**config.mk**
```make
export PLATFORM = sky130hd
export DESIGN_NAME = lsi_queue
export DESIGN_NICKNAME = d
export VERILOG_FILES = /design/src/sv/lsi_pkg.sv /design/src/sv/lsi_queue.sv
export SDC_FILE = /design/constraint.sdc
export NUM_CORES = 1
export LEC_CHECK = 0
export BUFFER_PORTS_ARGS = -buffer_cell sky130_fd_sc_hd__buf_2
export CAP_MARGIN = 20
export CORE_ASPECT_RATIO = 1.75
export CORE_MARGIN = 2
export CORE_UTILIZATION = 45
export DETAILED_ROUTE_END_ITERATION = 16
export GPL_ROUTABILITY_DRIVEN = 1
export HOLD_SLACK_MARGIN = 0.06
export PLACE_DENSITY_LB_ADDON = 0.08
export SLEW_MARGIN = 20
export SYNTH_ARGS = -nofsm -noshare
export SYNTH_HDL_FRONTEND = slang
export SYNTH_SLANG_ARGS = --single-unit
```
**constraint.sdc**
```tcl
create_clock -name clk -period 2.05 [get_ports clk]
set_input_delay 0.41 -clock clk [delete_from_list [all_inputs] [get_ports clk]]
set_output_delay 0.41 -clock clk [all_outputs]
set_load 0.01 [all_outputs]
```
**src/sv/lsi_pkg.sv**
```systemverilog
// shared types and constants for the line segment intersection block
package lsi_pkg;

  // result status codes
  typedef enum logic [1:0] {
    ST_NONE    = 2'd0,
    ST_OUTSIDE = 2'd1,
    ST_MEET    = 2'd2
  } status_t;

  // classification that the front part hands to the back part
  typedef struct packed {
    logic parallel;
    logic meets;
  } cls_t;

  localparam int OUT_BITS  = 32;
  localparam int CLIP_EXP  = 40;   // quotients above 2**40 saturate outright
  localparam int QLOW_BITS = CLIP_EXP + 1;
  localparam int SUM_BITS  = QLOW_BITS + 2;
  localparam int TUSER_BITS = 8;

  localparam logic signed [OUT_BITS-1:0] INT32_MAX = {1'b0, {(OUT_BITS-1){1'b1}}};
  localparam logic signed [OUT_BITS-1:0] INT32_MIN = {1'b1, {(OUT_BITS-1){1'b0}}};

endpackage

```
**src/sv/lsi_queue.sv**
```systemverilog
// short register queue between the front and back parts
module lsi_queue import lsi_pkg::*; #(
  parameter int WIDTH = 8,
  parameter int DEPTH = 4
) (
  input  logic             clk,
  input  logic             rst,
  input  logic             in_valid,
  output logic             in_ready,
  input  logic [WIDTH-1:0] in_data,
  output logic             out_valid,
  input  logic             out_ready,
  output logic [WIDTH-1:0] out_data
);

  localparam int AW = (DEPTH > 1) ? $clog2(DEPTH) : 1;
  localparam int CW = $clog2(DEPTH + 1);

  logic [WIDTH-1:0] mem [DEPTH];
  logic [AW-1:0]    wr_ptr, rd_ptr;
  logic [CW-1:0]    count;
  logic             push, pop;

  assign in_ready  = (count != CW'(DEPTH));
  assign out_valid = (count != '0);
  assign push      = in_valid && in_ready;
  assign pop       = out_valid && out_ready;
  assign out_data  = mem[rd_ptr];

  always_ff @(posedge clk) begin
    if (push) begin
      mem[wr_ptr] <= in_data;
    end
  end

  always_ff @(posedge clk) begin
    if (rst) begin
      wr_ptr <= '0;
      rd_ptr <= '0;
      count  <= '0;
    end else begin
      if (push) begin
        wr_ptr <= (wr_ptr == AW'(DEPTH - 1)) ? '0 : wr_ptr + AW'(1);
      end
      if (pop) begin
        rd_ptr <= (rd_ptr == AW'(DEPTH - 1)) ? '0 : rd_ptr + AW'(1);
      end
      if (push && !pop) begin
        count <= count + CW'(1);
      end else if (pop && !push) begin
        count <= count - CW'(1);
      end
    end
  end

endmodule

```
==> results.ini <==
[run_status]
status=finished, final reports clean

[grt]
overflow=0
grt_max_degree=14
grt_pass1_wl_um=3940
grt_usage_pct=13.0
antenna_found_initial=0
first_global_vias=848

[sta]
finalSetupViolations=0
finalCritPeriodShare_pct=95.6
tightest_slew_ns=0.394
slew_headroom_pct=73.7
min_period_ns=1.96
fin_ws_ns=0.0893
maxSlewViolCount=0
skew_ns=0.00657
timing.fmax_mhz=510
rsz0062_at_grt=no
whs_ns=0.336
hold_viol_final=0

[clock_tree]
ctsRootBufferMaster=clkbuf_8
clock-sinks=41
cts_buffer_depth=2
numCtsBuffers=5
clock_latency_ns=0.28
cts.clk_slew.worst_paths_ns=0.08
cts-htree-levels=2
cts_tree=yes

[critical_path]
path_max_fanout=5
crit_path_start_kind=flop
crit_required_ns=2.27
endpoint_kind=flop
cp.arrival_ns=2.18
crit_type=flop to flop

[die]
dieArea_mm2=0.00415
start_util_pct=46.0
num_rows=29
coreArea_mm2=0.00356
die_w_um=49.6
die_h_um=83.7
pin_count=22

[yosys]
synth_top_area_cell=edfxtp_1
postSynthCellCount=90
synth_nets=109
ys_ff_latch=41
syn_avg_cell_area_um2=18.2
synth.top_cell.area_share_pct=58.8
synth_cell_types=26
netlist_area_mm2=0.00163
synthTopCellsByArea=edfxtp_1 59%, dfxtp_1 11%, mux4_2 11%
yosysWarnings=0
ys_seq_area_share_pct=69.8

[place]
port_buffers=21
place_congestion=0.658
dp_slack_ns=-0.0221
dpl.hpwl_um=1710
dpl_cell_area_mm2=0.00183

[final_layout]
multiInputGateArea_um2=503
antenna_cells=0
finalInstanceArea_mm2=0.00199
final_util_pct=56.0
regArea_mm2=0.00115
nFillCells=318
areaGrowthSynthToFinish_pct=21.8
drive_above_1_share_pct=48.7
finalNetCount=137

[power]
vdd_drop_max_uv=789
p_total_w=0.00257
p_leak_nw=0.735
power_density_mw_per_mm2=1290

[detailed_routing]
drc=0
wirelength_um=2370
drtIter0Drc=20
vias_per_cell=5.05
dr.pass1.iters=3
ant_nets=0
vias=834
wl_per_cell_um=14.4

[worst_hold_path]
hp-class=input pin to flop

[job]
cap_viol_max_count=0

[stage by stage]
stage / cells / setup TNS (ns)
global route: 165 / 0
finish: 165 / 0
global placement: 156 / 0
floorplan: 90 / 0
CTS: 164 / 0
detailed placement: 156 / -0.0221
[repair_timing]
action                     4_1_cts  5_1_grt
setup endpoints to repair        1        1
pin swaps                        0        1
gates resized for setup          1        5
setup buffers                    0        1
hold buffers                     0        0
[synth_stat cells]
library cell and count:
ha_1 6, inv_1 3, mux4_2 8, xor2_1 2, edfxtp_1 32, o31ai_2 1
nand2_1 1, fa_1 1, and3_2 4, buf_2 1, dfxtp_1 9, nand3_1 1
o21ai_0 1, buf_1 1, o31ai_1 1, clkbuf_2 1, mux2i_1 3, nor2_1 3
clkbuf_1 1, or3_2 2, and2_4 1, or3b_1 1, nor3_1 1, nand2b_1 2
a21oi_1 2, or3_1 1
[logic make-up (layout without fill, tap and decap cells)]
| kind of cell | count (synthesis) | in the layout | synth area share [%] |
|---|---|---|---|
| AND/OR/NAND/NOR | 17 | 17 | 6.51 |
| buffers and inverters | 7 | 36 | 1.76 |
| multiplexers | 11 | 11 | 12.9 |
| AO/OA/AOI/OAI | 5 | 5 | 2.14 |
| XOR/XNOR | 2 | 2 | 1.07 |
| adder cells (fa/ha/maj) | 7 | 7 | 5.82 |
| flip-flops | 41 | 41 | 69.8 |
[cells in the final DEF (no fill, tap or decap), drive strengths merged, types with 2 or more instances in the layout]
cell type,instances
or3,3
buf,25
and3,4
dfxtp,9
a21oi,2
xor2,2
inv,3
mux2i,3
ha,6
nand2b,2
mux4,8
edfxtp,32
o31ai,2
bufinv,2
nor2,3
clkbuf,5
[flip-flops by register name, indices dropped and copies added, names as in the netlist, named ones only]
register and flops:
wr_ptr 2, rd_ptr 2, count 3, mem 32
[final cells by class]
type / instances / area share [%]
multi-input combinational: 42 / 25.3
inverter: 3 / 0.566
clock inverter: 3 / 3.27
sequential: 41 / 57.8
tap: 46 / 2.89
clock buffer: 5 / 3.46
timing repair buffer: 25 / 6.79
[worst paths after layout]
check / from / endpoint / slack [ns] / cells after the start
min: in_data[5] / mem[1][5]$_DFFE_PP_ / 0.34 / 1
min reg2reg: rd_ptr[0]$_SDFFE_PP0P_ / rd_ptr[0]$_SDFFE_PP0P_ / 0.51 / 2
max: count[2]$_SDFFE_PP0P_ / count[2]$_SDFFE_PP0P_ / 0.09 / 8
max reg2reg: count[2]$_SDFFE_PP0P_ / count[2]$_SDFFE_PP0P_ / 0.09 / 8
[routing by layer]
| layer | global-route usage (%) | routed length [um] | share of wire, % |
|---|---|---|---|
| met1 | 14.1 | 884 | 37 |
| met2 | 21.8 | 1330 | 56 |
| met3 | 3.94 | 109 | 4.6 |
| met4 | 7.58 | 51 | 2.1 |
| met5 | 0 | 0 | 0 |
[critical path, cell delays in order, from the launching register on]
cell and delay (ns):
dfxtp_4 0.37, or3b_4 0.23, and2_4 0.15, ha_4 0.14, inv_2 0.04, fa_2 0.35, xor2_1 0.16, or3_4 0.33
a21oi_2 0.13
[report_power, final]
part           leakage, nW  switching, W  total (W)  internal, W
clock               0.0681      0.000250   0.000733     0.000483
combinational        0.298      0.000321   0.000707     0.000386
sequential           0.369     0.0000916    0.00113      0.00104
Note: power is estimated with default switching activity, not from simulation.
